$ cat config.mk
export PLATFORM = sky130hd
export DESIGN_NAME = text_fold_tokenize_synonym
export DESIGN_NICKNAME = d
export VERILOG_FILES = /design/src/rtl/core/tfts_pkg.sv /design/src/rtl/core/tfts_cell.sv /design/src/rtl/core/tfts_ctrl.sv /design/src/rtl/core/text_fold_tokenize_synonym.sv
export SDC_FILE = /design/constraint.sdc
export NUM_CORES = 1
export LEC_CHECK = 0
export BUFFER_PORTS_ARGS = -buffer_cell sky130_fd_sc_hd__buf_2
export CAP_MARGIN = 10
export CORE_MARGIN = 1.5
export CORE_UTILIZATION = 28
export DETAILED_ROUTE_END_ITERATION = 6
export PLACE_DENSITY = 0.45
export SYNTH_ARGS = -nofsm -noshare
export SYNTH_HDL_FRONTEND = slang
export SYNTH_HIERARCHICAL = 1
export SYNTH_SLANG_ARGS = --single-unit
export TNS_END_PERCENT = 50
$ cat constraint.sdc
create_clock -name clk -period 3.8 [get_ports clk]
set_input_delay 0.76 -clock clk [delete_from_list [all_inputs] [get_ports clk]]
set_output_delay 0.76 -clock clk [all_outputs]
set_load 0.01 [all_outputs]
$ cat src/rtl/core/tfts_pkg.sv
// Shared types, constants and lookup functions for the text fold and tokenize block.
`default_nettype none

package tfts_pkg;

  localparam int TOKEN_BUFFER_DEPTH_DEF = 10;
  localparam int LONGEST_SYNONYM        = 10;
  localparam int NUM_SYN                = 6;
  localparam int LEN_W                  = $clog2(LONGEST_SYNONYM + 1);

  localparam logic [6:0] CH_NUL   = 7'h00;
  localparam logic [6:0] CH_SPACE = 7'h20;
  localparam logic [6:0] CH_0     = 7'h30;
  localparam logic [6:0] CH_9     = 7'h39;
  localparam logic [6:0] CH_LA    = 7'h61;
  localparam logic [6:0] CH_LC    = 7'h63;
  localparam logic [6:0] CH_LE    = 7'h65;
  localparam logic [6:0] CH_LI    = 7'h69;
  localparam logic [6:0] CH_LO    = 7'h6f;
  localparam logic [6:0] CH_LU    = 7'h75;
  localparam logic [6:0] CH_LZ    = 7'h7a;

  localparam logic [7:0] BYTE_UA     = 8'h41;
  localparam logic [7:0] BYTE_UZ     = 8'h5a;
  localparam logic [7:0] BYTE_ASCII  = 8'h80;
  localparam logic [7:0] BYTE_CONT_H = 8'hbf;
  localparam logic [7:0] BYTE_LEAD   = 8'hc3;

  localparam logic [LEN_W-1:0] LEN_GRAPE  = LEN_W'(10);
  localparam logic [LEN_W-1:0] LEN_SESAME = LEN_W'(6);

  // Words are left-aligned in 80 bits, first character in the top byte.
  localparam logic [79:0] WORD_GRAPE  = "grapefruit";
  localparam logic [79:0] WORD_SESAME = {"sesame", 32'h0};

  localparam logic [79:0] KEY_TORANJA  = {"toranja", 24'h0};
  localparam logic [79:0] KEY_POMELO   = {"pomelo", 32'h0};
  localparam logic [79:0] KEY_GRAPE    = "grapefruit";
  localparam logic [79:0] KEY_GERGELIM = {"gergelim", 16'h0};
  localparam logic [79:0] KEY_SESAME   = {"sesame", 32'h0};
  localparam logic [79:0] KEY_SESAMO   = {"sesamo", 32'h0};

  typedef enum logic [1:0] {
    SRC_BUF,
    SRC_GRAPE,
    SRC_SESAME
  } body_src_t;

  typedef struct packed {
    logic             shift;
    logic             wr;
    logic [LEN_W-1:0] wr_idx;
    logic [6:0]       wr_char;
  } chain_ctl_t;

  function automatic logic [6:0] pick_char(input logic [79:0] w, input logic [3:0] i);
    logic [79:0] s;
    s = w << {i, 3'b000};
    return s[78:72];
  endfunction

  function automatic logic [79:0] key_word(input logic [2:0] k);
    logic [79:0] w;
    case (k)
      3'd0:    w = KEY_TORANJA;
      3'd1:    w = KEY_POMELO;
      3'd2:    w = KEY_GRAPE;
      3'd3:    w = KEY_GERGELIM;
      3'd4:    w = KEY_SESAME;
      default: w = KEY_SESAMO;
    endcase
    return w;
  endfunction

  function automatic logic [LEN_W-1:0] key_len(input logic [2:0] k);
    logic [LEN_W-1:0] n;
    case (k)
      3'd0:    n = LEN_W'(7);
      3'd1:    n = LEN_W'(6);
      3'd2:    n = LEN_W'(10);
      3'd3:    n = LEN_W'(8);
      default: n = LEN_W'(6);
    endcase
    return n;
  endfunction

  // Second byte after the 0xC3 lead; the table repeats for upper and lower case.
  function automatic logic [6:0] fold_char(input logic [4:0] lo);
    logic [6:0] r;
    case (lo) inside
      [5'd0:5'd4]:   r = CH_LA;
      5'd7:          r = CH_LC;
      [5'd8:5'd11]:  r = CH_LE;
      [5'd12:5'd15]: r = CH_LI;
      [5'd18:5'd22]: r = CH_LO;
      [5'd25:5'd28]: r = CH_LU;
      default:       r = CH_NUL;
    endcase
    return r;
  endfunction

endpackage

`default_nettype wire

$ cat src/rtl/core/tfts_cell.sv
// One token buffer cell: holds a character, loads it by index, shifts toward the head.
`default_nettype none

module tfts_cell
  import tfts_pkg::*;
#(
  parameter int IDX = 0
) (
  input  wire logic       clk,
  input  wire chain_ctl_t ctl,
  input  wire logic [6:0] nbr_char,
  output logic      [6:0] char_q
);

  localparam logic             WRITABLE = (IDX < LONGEST_SYNONYM);
  localparam logic [LEN_W-1:0] MY_IDX   = LEN_W'(IDX);

  logic [6:0] char_r;
  logic [6:0] char_nxt;

  always_comb begin
    char_nxt = char_r;
    if (ctl.shift) begin
      char_nxt = nbr_char;
    end else if (WRITABLE && ctl.wr && (ctl.wr_idx == MY_IDX)) begin
      char_nxt = ctl.wr_char;
    end
  end

  always_ff @(posedge clk) begin
    char_r <= char_nxt;
  end

  assign char_q = char_r;

endmodule

`default_nettype wire

$ cat src/rtl/core/tfts_ctrl.sv
// Byte decode, token state, synonym tracking and the output beat sequencer.
`default_nettype none

module tfts_ctrl
  import tfts_pkg::*;
(
  input  wire logic       clk,
  input  wire logic       rst_n,
  input  wire logic       in_valid,
  output logic            in_ready,
  input  wire logic [7:0] in_byte,
  input  wire logic       in_eot,
  output logic            out_valid,
  input  wire logic       out_ready,
  output logic      [6:0] out_char,
  output logic            out_end,
  output logic            out_last,
  output chain_ctl_t      chain_ctl,
  input  wire logic [6:0] chain_head
);

  logic               pending_r, pending_nxt;
  logic [LEN_W-1:0]   len_r, len_nxt;
  logic               passing_r, passing_nxt;
  logic               seen_r, seen_nxt;
  logic [NUM_SYN-1:0] match_r, match_nxt;

  logic               sp_r, sp_nxt;
  logic [LEN_W-1:0]   body_cnt_r, body_cnt_nxt;
  body_src_t          body_src_r, body_src_nxt;
  logic [3:0]         body_idx_r, body_idx_nxt;
  logic               chp_r, chp_nxt;
  logic [6:0]         chv_r, chv_nxt;
  logic               term_r, term_nxt;

  logic               out_valid_r, out_valid_nxt;
  logic [6:0]         out_char_r, out_char_nxt;
  logic               out_end_r, out_end_nxt;
  logic               out_last_r, out_last_nxt;

  logic               busy;
  logic               accept;
  logic               emit;
  logic               have_c;
  logic [6:0]         c;
  logic               alnum;
  logic [6:0]         fc;
  logic               hit_grape;
  logic               hit_sesame;
  logic               do_flush;
  logic               rem;

  assign busy     = sp_r || (body_cnt_r != '0) || chp_r || term_r;
  assign in_ready = !busy;
  assign accept   = in_valid && !busy;
  assign emit     = busy && (!out_valid_r || out_ready);

  // Character decode, including the two-byte accented fold.
  always_comb begin
    fc          = fold_char(in_byte[4:0]);
    have_c      = 1'b0;
    c           = in_byte[6:0];
    pending_nxt = pending_r;
    if (accept && !in_eot) begin
      pending_nxt = 1'b0;
      if (pending_r && (in_byte >= BYTE_ASCII) && (in_byte <= BYTE_CONT_H) &&
          (fc != CH_NUL)) begin
        have_c = 1'b1;
        c      = fc;
      end else if (in_byte < BYTE_ASCII) begin
        have_c = 1'b1;
        c      = (in_byte >= BYTE_UA && in_byte <= BYTE_UZ) ? (in_byte[6:0] | CH_SPACE)
                                                            : in_byte[6:0];
      end else if (in_byte == BYTE_LEAD) begin
        pending_nxt = 1'b1;
      end
    end else if (accept) begin
      pending_nxt = 1'b0;
    end
    alnum = (c inside {[CH_0:CH_9], [CH_LA:CH_LZ]});
  end

  always_comb begin
    hit_grape  = 1'b0;
    hit_sesame = 1'b0;
    for (int k = 0; k < NUM_SYN; k++) begin
      if (match_r[k] && (len_r == key_len(3'(k)))) begin
        if (k >= NUM_SYN / 2) hit_sesame = 1'b1;
        else                  hit_grape  = 1'b1;
      end
    end
  end

  always_comb begin
    len_nxt       = len_r;
    passing_nxt   = passing_r;
    seen_nxt      = seen_r;
    match_nxt     = match_r;
    sp_nxt        = sp_r;
    body_cnt_nxt  = body_cnt_r;
    body_src_nxt  = body_src_r;
    body_idx_nxt  = body_idx_r;
    chp_nxt       = chp_r;
    chv_nxt       = chv_r;
    term_nxt      = term_r;
    out_valid_nxt = out_valid_r;
    out_char_nxt  = out_char_r;
    out_end_nxt   = out_end_r;
    out_last_nxt  = out_last_r;
    chain_ctl     = '{shift: 1'b0, wr: 1'b0, wr_idx: len_r, wr_char: c};
    rem           = 1'b0;
    do_flush      = accept && (in_eot || (have_c && !alnum));

    if (do_flush) begin
      if (passing_r) begin
        passing_nxt = 1'b0;
      end else if (len_r != '0) begin
        sp_nxt       = seen_r;
        body_idx_nxt = '0;
        if (hit_sesame) begin
          body_src_nxt = SRC_SESAME;
          body_cnt_nxt = LEN_SESAME;
        end else if (hit_grape) begin
          body_src_nxt = SRC_GRAPE;
          body_cnt_nxt = LEN_GRAPE;
        end else begin
          body_src_nxt = SRC_BUF;
          body_cnt_nxt = len_r;
        end
        seen_nxt = 1'b1;
        len_nxt  = '0;
      end
      if (in_eot) begin
        term_nxt    = 1'b1;
        len_nxt     = '0;
        passing_nxt = 1'b0;
        seen_nxt    = 1'b0;
      end
    end else if (accept && have_c) begin
      if (passing_r) begin
        chp_nxt = 1'b1;
        chv_nxt = c;
      end else if (len_r < LEN_W'(LONGEST_SYNONYM)) begin
        chain_ctl.wr = 1'b1;
        len_nxt      = LEN_W'(len_r + 1'b1);
        // Each flag says the token so far is a prefix of that key.
        for (int k = 0; k < NUM_SYN; k++) begin
          match_nxt[k] = ((len_r == '0) || match_r[k]) && (len_r < key_len(3'(k))) &&
                         (c == pick_char(key_word(3'(k)), len_r));
        end
      end else begin
        // Too long for any key: release the buffer and stream from here on.
        sp_nxt       = seen_r;
        body_src_nxt = SRC_BUF;
        body_cnt_nxt = len_r;
        body_idx_nxt = '0;
        chp_nxt      = 1'b1;
        chv_nxt      = c;
        seen_nxt     = 1'b1;
        passing_nxt  = 1'b1;
        len_nxt      = '0;
      end
    end

    if (emit) begin
      out_valid_nxt = 1'b1;
      out_end_nxt   = 1'b0;
      if (sp_r) begin
        out_char_nxt = CH_SPACE;
        sp_nxt       = 1'b0;
        rem          = (body_cnt_r != '0) || chp_r || term_r;
      end else if (body_cnt_r != '0) begin
        case (body_src_r)
          SRC_GRAPE:  out_char_nxt = pick_char(WORD_GRAPE, body_idx_r);
          SRC_SESAME: out_char_nxt = pick_char(WORD_SESAME, body_idx_r);
          default:    out_char_nxt = chain_head;
        endcase
        chain_ctl.shift = (body_src_r == SRC_BUF);
        body_cnt_nxt    = LEN_W'(body_cnt_r - 1'b1);
        body_idx_nxt    = body_idx_r + 4'd1;
        rem             = (body_cnt_r != LEN_W'(1)) || chp_r || term_r;
      end else if (chp_r) begin
        out_char_nxt = chv_r;
        chp_nxt      = 1'b0;
        rem          = term_r;
      end else begin
        out_char_nxt = CH_NUL;
        out_end_nxt  = 1'b1;
        term_nxt     = 1'b0;
        rem          = 1'b0;
      end
      out_last_nxt = !rem;
    end else if (out_ready) begin
      out_valid_nxt = 1'b0;
    end
  end

  always_ff @(posedge clk) begin
    if (!rst_n) begin
      pending_r   <= 1'b0;
      len_r       <= '0;
      passing_r   <= 1'b0;
      seen_r      <= 1'b0;
      sp_r        <= 1'b0;
      body_cnt_r  <= '0;
      chp_r       <= 1'b0;
      term_r      <= 1'b0;
      out_valid_r <= 1'b0;
    end else begin
      pending_r   <= pending_nxt;
      len_r       <= len_nxt;
      passing_r   <= passing_nxt;
      seen_r      <= seen_nxt;
      sp_r        <= sp_nxt;
      body_cnt_r  <= body_cnt_nxt;
      chp_r       <= chp_nxt;
      term_r      <= term_nxt;
      out_valid_r <= out_valid_nxt;
    end
  end

  always_ff @(posedge clk) begin
    match_r    <= match_nxt;
    body_src_r <= body_src_nxt;
    body_idx_r <= body_idx_nxt;
    chv_r      <= chv_nxt;
    out_char_r <= out_char_nxt;
    out_end_r  <= out_end_nxt;
    out_last_r <= out_last_nxt;
  end

  assign out_valid = out_valid_r;
  assign out_char  = out_char_r;
  assign out_end   = out_end_r;
  assign out_last  = out_last_r;

endmodule

`default_nettype wire

$ cat src/rtl/core/text_fold_tokenize_synonym.sv
// Top level: UTF-8 fold, tokenizer and synonym replacement over a chain of buffer cells.
//
//   Channel  Direction  tdata          tuser        tlast
//   in_      slave      in_byte[7:0]   end_of_text  -
//   out_     master     out_char[6:0]  is_text_end  last_of_run
//
// An item that only updates state (stored character, lead byte, dropped byte) makes
// no beats; for an item with result beats the sequencer puts out one beat per cycle
// while the output is not stalled, through a single output register, and the token
// cells shift one character toward the head per beat. Up to 12 beats follow one item.
// Reset is synchronous, active low, and clears control state; the cells need none.
// A stalled output holds its beat and the sequencer waits; input is taken again once
// the last beat of the previous item sits in the output register.
`default_nettype none

module text_fold_tokenize_synonym
  import tfts_pkg::*;
#(
  parameter int TOKEN_BUFFER_DEPTH = TOKEN_BUFFER_DEPTH_DEF
) (
  input  wire logic       clk,
  input  wire logic       rst_n,
  input  wire logic       in_tvalid,
  output logic            in_tready,
  input  wire logic [7:0] in_tdata,   // [7:0] in_byte
  input  wire logic       in_tuser,   // [0] end_of_text
  output logic            out_tvalid,
  input  wire logic       out_tready,
  output logic      [7:0] out_tdata,  // [6:0] out_char, [7] zero
  output logic            out_tuser,  // [0] is_text_end
  output logic            out_tlast
);

  chain_ctl_t chain_ctl;
  logic [6:0] cell_q [TOKEN_BUFFER_DEPTH];
  logic [6:0] out_char;

  for (genvar i = 0; i < TOKEN_BUFFER_DEPTH; i++) begin : g_cell
    logic [6:0] nbr;
    if (i == TOKEN_BUFFER_DEPTH - 1) begin : g_tail
      assign nbr = CH_NUL;
    end else begin : g_link
      assign nbr = cell_q[i+1];
    end
    tfts_cell #(.IDX(i)) u_cell (
      .clk      (clk),
      .ctl      (chain_ctl),
      .nbr_char (nbr),
      .char_q   (cell_q[i])
    );
  end

  tfts_ctrl u_ctrl (
    .clk        (clk),
    .rst_n      (rst_n),
    .in_valid   (in_tvalid),
    .in_ready   (in_tready),
    .in_byte    (in_tdata),
    .in_eot     (in_tuser),
    .out_valid  (out_tvalid),
    .out_ready  (out_tready),
    .out_char   (out_char),
    .out_end    (out_tuser),
    .out_last   (out_tlast),
    .chain_ctl  (chain_ctl),
    .chain_head (cell_q[0])
  );

  assign out_tdata = {1'b0, out_char};

endmodule

`default_nettype wire

==> results of run 1 <==
[Yosys cell counts (3+ instances only)]
| cell type | instances | area (µm²) |
|---|---|---|
| o221ai_1 | 3 | 26.3 |
| nor2_1 | 48 | 180 |
| o21a_1 | 4 | 30.0 |
| a21oi_2 | 4 | 35.0 |
| o211ai_1 | 5 | 37.5 |
| buf_6 | 11 | 124 |
| or3_1 | 3 | 18.8 |
| mux2_4 | 70 | 1050 |
| nand3_1 | 17 | 85.1 |
| o21ai_0 | 20 | 100 |
| and2_1 | 6 | 37.5 |
| buf_2 | 6 | 30.0 |
| nor4_1 | 8 | 50.1 |
| nor3_1 | 17 | 85.1 |
| a211o_1 | 3 | 26.3 |
| nand4_1 | 9 | 56.3 |
| a211oi_1 | 8 | 60.1 |
| and3_1 | 6 | 37.5 |
| a311oi_1 | 3 | 26.3 |
| clkbuf_1 | 14 | 52.6 |
| nor2b_1 | 6 | 37.5 |
| ha_1 | 15 | 188 |
| edfxtp_1 | 94 | 2820 |
| mux2i_1 | 4 | 40.0 |
| a31oi_1 | 8 | 50.1 |
| a21o_1 | 5 | 37.5 |
| o31ai_1 | 7 | 52.6 |
| nand2_1 | 40 | 150 |
| nand2b_1 | 6 | 37.5 |
| xor2_1 | 7 | 61.3 |
| inv_1 | 28 | 105 |
| dfxtp_1 | 19 | 380 |
| a21oi_1 | 42 | 210 |
| a31o_2 | 5 | 43.8 |
| nor3b_1 | 6 | 45.0 |
| xnor2_1 | 12 | 105 |
[through the flow]
step	power, mW	instances	util	hold WS, ns
2_1_floorplan	2.76	638	-	0.466
3_3_place_gp	3.07	981	0.305	0.491
3_5_place_dp	3.10	981	0.305	0.495
4_1_cts	4.64	1013	0.328	0.509
5_1_grt	4.87	1013	0.328	0.543
6_report	4.59	1013	0.328	0.500
[registers in the layout, indices dropped and copies added (netlist names)]
register	flops
u_ctrl/body_src_r	2
u_ctrl/term_r	1
u_ctrl/len_r	4
u_ctrl/out_char	7
u_ctrl/pending_r	1
u_ctrl/sp_r	1
u_ctrl/out_valid	1
g_cell.u_cell/char_q	70
u_ctrl/body_cnt_r	4
u_ctrl/match_r	6
u_ctrl/out_end	1
u_ctrl/chp_r	1
u_ctrl/out_last	1
u_ctrl/seen_r	1
u_ctrl/passing_r	1
u_ctrl/chv_r	7
u_ctrl/body_idx_r	4
[final cells by class]
class / instances / area (µm²) / share of cell area
Timing Repair Buffer: 48 / 315 / 0.0383
Sequential cell: 113 / 3200 / 0.389
Tap cell: 330 / 413 / 0.0502
Inverter: 30 / 113 / 0.0137
Clock buffer: 21 / 440 / 0.0536
Clock inverter: 11 / 115 / 0.0140
Multi-Input combinational cell: 460 / 3620 / 0.441
[kinds of logic (layout without fill, tap and decap cells)]
logic type                 after synthesis  count (layout)  share of synthesized area
AOI/OAI and AO/OA                      153             153                      0.159
xor gates and xnor gates                20              20                     0.0272
adders and majority gates               15              15                     0.0263
buffers and inverters                   65             110                     0.0479
DFF                                    113             113                      0.449
muxes                                   75              75                      0.154
other                                    1               8                   0.000525
and+or+nand+nor                        189             189                      0.136
[cells in the final DEF (no fill, tap or decap), drive strengths merged, types with 4 or more instances in the layout]
cell | synthesis | layout
and2 | 7 | 7
xnor2 | 13 | 13
edfxtp | 94 | 94
clkinv | 1 | 7
a311oi | 4 | 4
nand2 | 40 | 40
a211oi | 9 | 9
nor2 | 48 | 48
or3 | 4 | 4
dfxtp | 19 | 19
clkbuf | 15 | 21
mux2i | 4 | 4
inv | 29 | 29
and3 | 7 | 7
o21a | 4 | 4
nand4 | 9 | 9
nor3 | 17 | 17
nand3 | 17 | 17
conb | 1 | 8
ha | 15 | 15
xor2 | 7 | 7
nor2b | 6 | 6
a31oi | 9 | 9
a2111oi | 4 | 4
o31ai | 8 | 8
nor4 | 9 | 9
mux2 | 71 | 71
a21o | 8 | 8
o21ai | 22 | 22
nor3b | 7 | 7
buf | 20 | 48
a31o | 6 | 6
nand2b | 6 | 6
a21oi | 46 | 46
o211ai | 6 | 6
[how the worst max path moves through the flow]
stage                                     from                                    to  slack, ns  cells after the start
3_5_place_dp                       in_tdata[2]  g_cell[1].u_cell/char_q[1]$_DFFE_PP_       0.28                     10
3_3_place_gp                       in_tdata[2]  g_cell[1].u_cell/char_q[0]$_DFFE_PP_       0.31                     10
4_1_cts        u_ctrl/body_cnt_r[0]$_SDFF_PN0_  g_cell[7].u_cell/char_q[5]$_DFFE_PP_       0.54                     11
2_1_floorplan                      in_tdata[1]  g_cell[3].u_cell/char_q[0]$_DFFE_PP_       0.39                     10
6_report       u_ctrl/body_cnt_r[0]$_SDFF_PN0_  g_cell[1].u_cell/char_q[2]$_DFFE_PP_       0.49                     10
5_1_grt        u_ctrl/body_cnt_r[0]$_SDFF_PN0_  g_cell[1].u_cell/char_q[3]$_DFFE_PP_       0.20                     11
[report_power, final]
group | leakage [nW] | total, mW | internal, mW | switching, mW
Clock | 0.264 | 1.52 | 0.957 | 0.561
Sequential | 1.01 | 2.08 | 1.87 | 0.207
Combinational | 1.71 | 0.997 | 0.404 | 0.593
[worst max-delay path: cells and delay by family (launching register included)]
kind	cells	cell delay, ns
AND/OR/NAND/NOR	4	1.08
AO/OA/AOI/OAI	3	0.99
flip-flops	1	0.35
adder cells (fa/ha/maj)	1	0.28
buffers and inverters	2	0.27
[layer usage]
metal	vias to the layer above	wire, µm
li1	2467	-
met1	2542	8220
met2	175	8040
met3	26	924
met4	0	338
met5	-	0
==> impl_metrics.toml, run 1 <==
[setup_path]
rr_worst_depth = 10
cpPeakStageDelay_ns = 0.42
critPathKind = "flop to flop"
cp_max_fo = 10
reg2reg_from = "u_ctrl/body_cnt_r[0]$_SDFF_PN0_"
cp.required_ns = 3.88
crit_slowest_cell = "o31ai_1"
start_kind = "flop"
cp.arrival_ns = 3.39
end_kind = "flop"
reg2reg_to = "g_cell[1].u_cell/char_q[2]$_DFFE_PP_"
path_cells = "inv_1 > ha_1 > nor3b_2 > nand3_1 > o31ai_1 > a21oi_1 > nor2_1 > and3_1 > buf_4 > a21o_1"
r2r_slack_ns = 0.49

[routing]
drc = 0
routed-via-count = 5210
wl_per_cell_um = 17.3
wirelength_um = 17500
antenna_left = 0
drt_iter0_drc = 459
first_pass_iters = 5
vias_per_cell = 5.14

[clock_network]
hold_buffers = 0
cts_buffers = 17
cts_tree = "built"
cts_max_level = 4
clk_pin_slew_ns = 0.06
postCtsSetupBuffers = 0
cts_buffer_depth = 2
insertion_delay_ns = 0.41
cts_root_buf = "clkbuf_16"
cts_sinks = 113
cts_resized = 0

[place]
place.gp.congestion = 0.874
place_ws_ns = 0.275
io_buffers = 23
post-dp-hpwl_um = 12200
placedInstanceArea_um2 = 7670

[status]
outcome = "finished clean"

[layout]
layout-drive-gt1-share = 0.259
antenna_cells = 0
synthToLayoutAreaGrowth_pct = 15.2
finalNetCount = 698
final_area_um2 = 8220
fill_cells = 2552

[grt]
overflow = 0
grt_busiest_layer = "met2"
grt_util_all_layers = 0.138
grtUsageMet3 = 0.0346
use_met1 = 0.182
grt_pass1_vias = 5217
gr-usage-met2 = 0.221
grt_max_degree = 79
grt_pass1_wl_um = 28500
antenna_found_initial = 0

[timing]
finalClockSkew_ns = 0.00782
fin_tns_setup_ns = 0
max_freq_mhz = 302
hold_violations = 0
report.final.slew_viol_count = 0
slew-limit-headroom = 0.457
setup_viol = 0
postLayoutSetupSlackWorst_ns = 0.491
fin_crit_sh = 0.871
rsz0062_at_grt = "false"
min_period_ns = 3.31
tightestPinTransition_ns = 0.812

[yosys]
ys_seq_elements = 113
async_reset_ff_frac = 0
synth-edff-count = 94
yosysWarnings = 6
synthCells = 631
netlist_area_um2 = 7140
synthFlopType = "edfxtp_1"
synth_cell_type_count = 84
avgSynthCellArea_um2 = 11.3
yosysSeqAreaShare = 0.449

[floorplan]
core_area_um2 = 25100
rows = 58
fp.dieArea_um2 = 26500
dieWidth_um = 163
die_h_um = 163
io_pins = 25
start_util = 0.284

[flow_run]
maxCapViolations = 0

[power]
p_per_area_nw_per_um2 = 559
p_leak_nw = 2.98
ir_drop_uv = 249

[hold_path]
hold_class = "flop to flop"
min_to = "u_ctrl/seen_r$_SDFFE_PN0P_"
whs_path_depth = 1
worstHoldStart = "u_ctrl/seen_r$_SDFFE_PN0P_"
No activity file was read; power rests on OpenSTA's default activity.
==> run 2, diff against run 1 <==
- CAP_MARGIN: 10 -> unset
- CORE_MARGIN: 1.5 -> unset
- RECOVER_POWER: unset -> 25
==> impl_metrics.toml, run 2 (synthesis results as in run 1) <==
[place]
post-dp-hpwl_um = 12000
io_buffers = 23
place.gp.congestion = 0.844
placedInstanceArea_um2 = 7670
dp.cells = 981

[power]
p_per_area_nw_per_um2 = 556
p_sw_frac = 0.298
p_leak_nw = 2.90
switching_power_mw = 1.35
seqPwrFrac = 0.460
power.total_mw = 4.52
clockPowerShare = 0.326
ir_drop_uv = 215
comb_power_share = 0.214
power.internal_mw = 3.18

[grt]
grt_util_all_layers = 0.136
grt_max_degree = 81
grt_pass1_vias = 5110
overflow = 0
antenna_found_initial = 0
grt_pass1_wl_um = 27600

[timing]
finalClockSkew_ns = 0.0132
fin_tns_setup_ns = 0
hold_violations = 0
slew-limit-headroom = 0.391
max_freq_mhz = 291
min_period_ns = 3.43
setup_viol = 0
rsz0062_at_grt = "false"
fin_crit_sh = 0.904
report.final.slew_viol_count = 0
tightestPinTransition_ns = 0.914

[routing]
vias_per_cell = 5.03
antenna_left = 0
routed-via-count = 5094
wirelength_um = 17200
wl_per_cell_um = 17.0
first_pass_iters = 5
drt_iter0_drc = 458
drc = 0

[layout]
fill_cells = 2576
synthToLayoutAreaGrowth_pct = 13.9
final_area_um2 = 8130
mostFrequentLayoutCells = "94 x edfxtp_1, 53 x mux2_4, 48 x nor2_1, 42 x a21oi_1, 40 x nand2_1"
antenna_cells = 0
ff_latch_area_um2 = 3200
layout_commonest_cell = "edfxtp_1"
multi_input_area_um2 = 3560
finalNetCount = 698
largest_reg_flops = 70
final_cells = 1013
layout-drive-gt1-share = 0.215

[clock_network]
cts_buffer_depth = 2
cts_max_level = 4
cts_tree = "built"
insertion_delay_ns = 0.41
cts_root_buf = "clkbuf_16"
clk_pin_slew_ns = 0.06
cts_resized = 0
postCtsSetupBuffers = 0
cts_sinks = 113
cts_buffers = 17
hold_buffers = 0

[setup_path]
cp.required_ns = 4.07
cp_max_fo = 12
start_kind = "flop"
r2r_slack_ns = 0.37
end_kind = "flop"
critPathKind = "flop to flop"
crit_start = "u_ctrl/body_cnt_r[0]$_SDFF_PN0_"
cp.arrival_ns = 3.70
reg2reg_from = "u_ctrl/body_cnt_r[0]$_SDFF_PN0_"
rr_worst_depth = 10

[hold_path]
worstHoldStart = "u_ctrl/seen_r$_SDFFE_PN0P_"
whs_path_depth = 1
hold_class = "flop to flop"

[floorplan]
io_pins = 25
fp.dieArea_um2 = 26100
start_util = 0.284
die_h_um = 162
dieWidth_um = 162
rows = 58
core_area_um2 = 25100

[flow_run]
maxCapViolations = 0

[status]
outcome = "finished clean"
## run 2: changes by cell type in the layout (fill, tap and decap cells not counted), moves of 2 or more
cell        previous run  this run
buf_2                 23        13
buf_4                 24        21
bufinv_16              2         0
clkbuf_1               4        17
clkbuf_16             17        19
clkinvlp_4             3         1
mux2_1                 0        17
mux2_4                70        53
## run 2: stage by stage
| stage | hold slack [ns] | worst slack, ns | util |
|---|---|---|---|
| floorplan | 0.466 | 0.391 | - |
| global placement | 0.491 | 0.308 | 0.305 |
| detailed placement | 0.495 | 0.271 | 0.305 |
| CTS | 0.509 | 0.545 | 0.328 |
| global route | 0.545 | 0.151 | 0.324 |
| finish | 0.510 | 0.366 | 0.324 |
## run 2: worst max-delay path, cell delays in order (launching register included)
cell and delay [ns]:
dfxtp_1 0.35, inv_1 0.07, ha_1 0.28, or4b_1 0.55, nor3_1 0.24, a311oi_1 0.19, o32ai_2 0.27, clkbuf_1 0.71
nand2_1 0.16, o32ai_1 0.26, and3_1 0.19
## run 2: final timing paths
path / to
max reg2reg: u_ctrl/match_r[3]$_DFFE_PP_
min: u_ctrl/seen_r$_SDFFE_PN0P_
max: u_ctrl/match_r[3]$_DFFE_PP_
min reg2reg: u_ctrl/seen_r$_SDFFE_PN0P_
## run 2: layer usage
metal,share of wire,vias to the layer above,track usage
li1,-,2461,-
met1,0.46,2495,0.173
met2,0.48,116,0.225
met3,0.037,22,0.0306
met4,0.015,0,0.0476
met5,0,-,0
## run 2: power groups by stage
stage	Combinational, mW	Sequential, mW	Clock (mW)
6_report	0.969	2.08	1.48
5_1_grt	1.08	2.14	1.57
4_1_cts	0.996	2.09	1.52
3_5_place_dp	0.990	2.11	0
3_3_place_gp	0.979	2.09	0
2_1_floorplan	0.722	2.04	0
## run 2: final cells by class
class / instances / area share
multi-input cells: 460 / 0.437
clock inverters: 8 / 0.00631
flip-flops and latches: 113 / 0.394
inverters: 30 / 0.0138
repair buffers: 48 / 0.0359
clock buffers: 24 / 0.0620
well taps: 330 / 0.0508
==> run 3, diff against run 2 <==
- CTS_BUF_LIST: unset -> sky130_fd_sc_hd__clkbuf_4 sky130_fd_sc_hd__clkbuf_8
==> impl_metrics.toml, run 3 (synthesis results as in run 1) <==
[status]
outcome = "finished clean"

[place]
io_buffers = 23
post-dp-hpwl_um = 12000
dp.cells = 981
place.gp.congestion = 0.844
place_ws_ns = 0.271

[power]
p_leak_nw = 2.83
ir_drop_uv = 193
p_per_area_nw_per_um2 = 524

[timing]
max_freq_mhz = 291
finalClockSkew_ns = 0.0163
hold_violations = 0
setup_viol = 0
tightestPinTransition_ns = 0.901
holdWs_ns = 0.514
report.final.slew_viol_count = 0
fin_crit_sh = 0.904
rsz0062_at_grt = "false"
postLayoutSetupSlackWorst_ns = 0.364
min_period_ns = 3.44
fin_tns_setup_ns = 0
slew-limit-headroom = 0.400

[layout]
final_core_util = 0.317
synthToLayoutAreaGrowth_pct = 11.6
finalNetCount = 698
mostFrequentLayoutCells = "94 x edfxtp_1, 53 x mux2_4, 48 x nor2_1, 42 x a21oi_1, 40 x nand2_1"
layout-drive-gt1-share = 0.221
layout_commonest_cell = "edfxtp_1"
fill_cells = 2599
final_cells = 1013
largest_reg_flops = 70
antenna_cells = 0

[clock_network]
hold_buffers = 0
cts_buffer_depth = 2
postCtsSetupBuffers = 0
insertion_delay_ns = 0.43
cts_resized = 0
cts_tree = "built"
cts_sinks = 113
clk_pin_slew_ns = 0.07
cts_root_buf = "clkbuf_8"
cts_max_level = 4
cts_buffers = 17

[routing]
wl_per_cell_um = 17.0
drc = 0
first_pass_iters = 5
wirelength_um = 17200
drt_iter0_drc = 404
vias_per_cell = 5.05
antenna_left = 0
routed-via-count = 5117

[setup_path]
cp.required_ns = 3.97
critPathKind = "flop to flop"
path_cells = "inv_1 > ha_1 > nor3b_2 > nand4_1 > a211oi_1 > clkbuf_1 > o32ai_2 > clkbuf_1 > buf_4 > mux2_4"
cpMostUsedCell = "clkbuf_1"
cpPeakStageDelay_ns = 0.48
end_kind = "flop"
start_kind = "flop"
crit_slowest_cell = "a211oi_1"
cp_max_fo = 12
cp.arrival_ns = 3.61

[grt]
grt_max_degree = 81
grt_pass1_vias = 5103
overflow = 0
grt_pass1_wl_um = 27500
antenna_found_initial = 0
grt_util_all_layers = 0.135

[floorplan]
start_util = 0.284
io_pins = 25
core_area_um2 = 25100
die_h_um = 162
fp.dieArea_um2 = 26100
rows = 58
dieWidth_um = 162

[hold_path]
hold_class = "flop to flop"

[flow_run]
maxCapViolations = 0
run 3: cell types whose count changed in the layout (fill, tap and decap cells not counted):
cell,previous run,this run
clkbuf_16,19,0
clkbuf_8,1,18
clkbuf_1,17,13
clkbuf_4,0,4
bufinv_16,0,2
run 3: worst paths after layout:
| kind | slack, ns | end | cells past startpoint | from |
|---|---|---|---|---|
| max | 0.36 | g_cell[9].u_cell/char_q[1]$_DFFE_PP_ | 10 | u_ctrl/body_cnt_r[0]$_SDFF_PN0_ |
| min | 0.51 | u_ctrl/seen_r$_SDFFE_PN0P_ | 1 | u_ctrl/seen_r$_SDFFE_PN0P_ |
| max reg2reg | 0.36 | g_cell[9].u_cell/char_q[1]$_DFFE_PP_ | 10 | u_ctrl/body_cnt_r[0]$_SDFF_PN0_ |
| min reg2reg | 0.51 | u_ctrl/seen_r$_SDFFE_PN0P_ | 1 | u_ctrl/seen_r$_SDFFE_PN0P_ |
run 3: power breakdown:
group	switching [mW]	internal (mW)	leakage [nW]	total, mW
Combinational	0.593	0.378	1.62	0.971
Clock	0.498	0.626	0.205	1.12
Sequential	0.206	1.87	1.01	2.07
run 3: routing by layer:
metal | wire length [µm] | part of all wire | GRT usage
met1 | 7940 | 0.46 | 0.172
met3 | 652 | 0.038 | 0.0271
met5 | 0 | 0 | 0
met2 | 8320 | 0.48 | 0.224
met4 | 288 | 0.017 | 0.0519
run 3: cell type report:
cell class,instances,area [µm²],share of cell area
clock inverter,10,111,0.0140
multi-input combinational,460,3560,0.446
sequential,113,3200,0.402
clock buffer,22,278,0.0349
inverter,30,113,0.0141
tap,330,413,0.0518
timing repair buffer,48,292,0.0366
run 3: through the flow:
stage	power (mW)	instance area, µm²
finish	4.17	7970
global route	4.42	7970
CTS	4.25	8060
detailed placement	3.10	7670
global placement	3.07	7670
floorplan	2.76	7160
run 3: critical path: cells and delay by family, from the launching register on:
family / cells / cell delay (ns)
simple gates: 2 / 0.63
fa+ha+maj: 1 / 0.27
buf+inv: 4 / 1.05
compound gates: 2 / 0.58
flops: 1 / 0.35
mux: 1 / 0.28
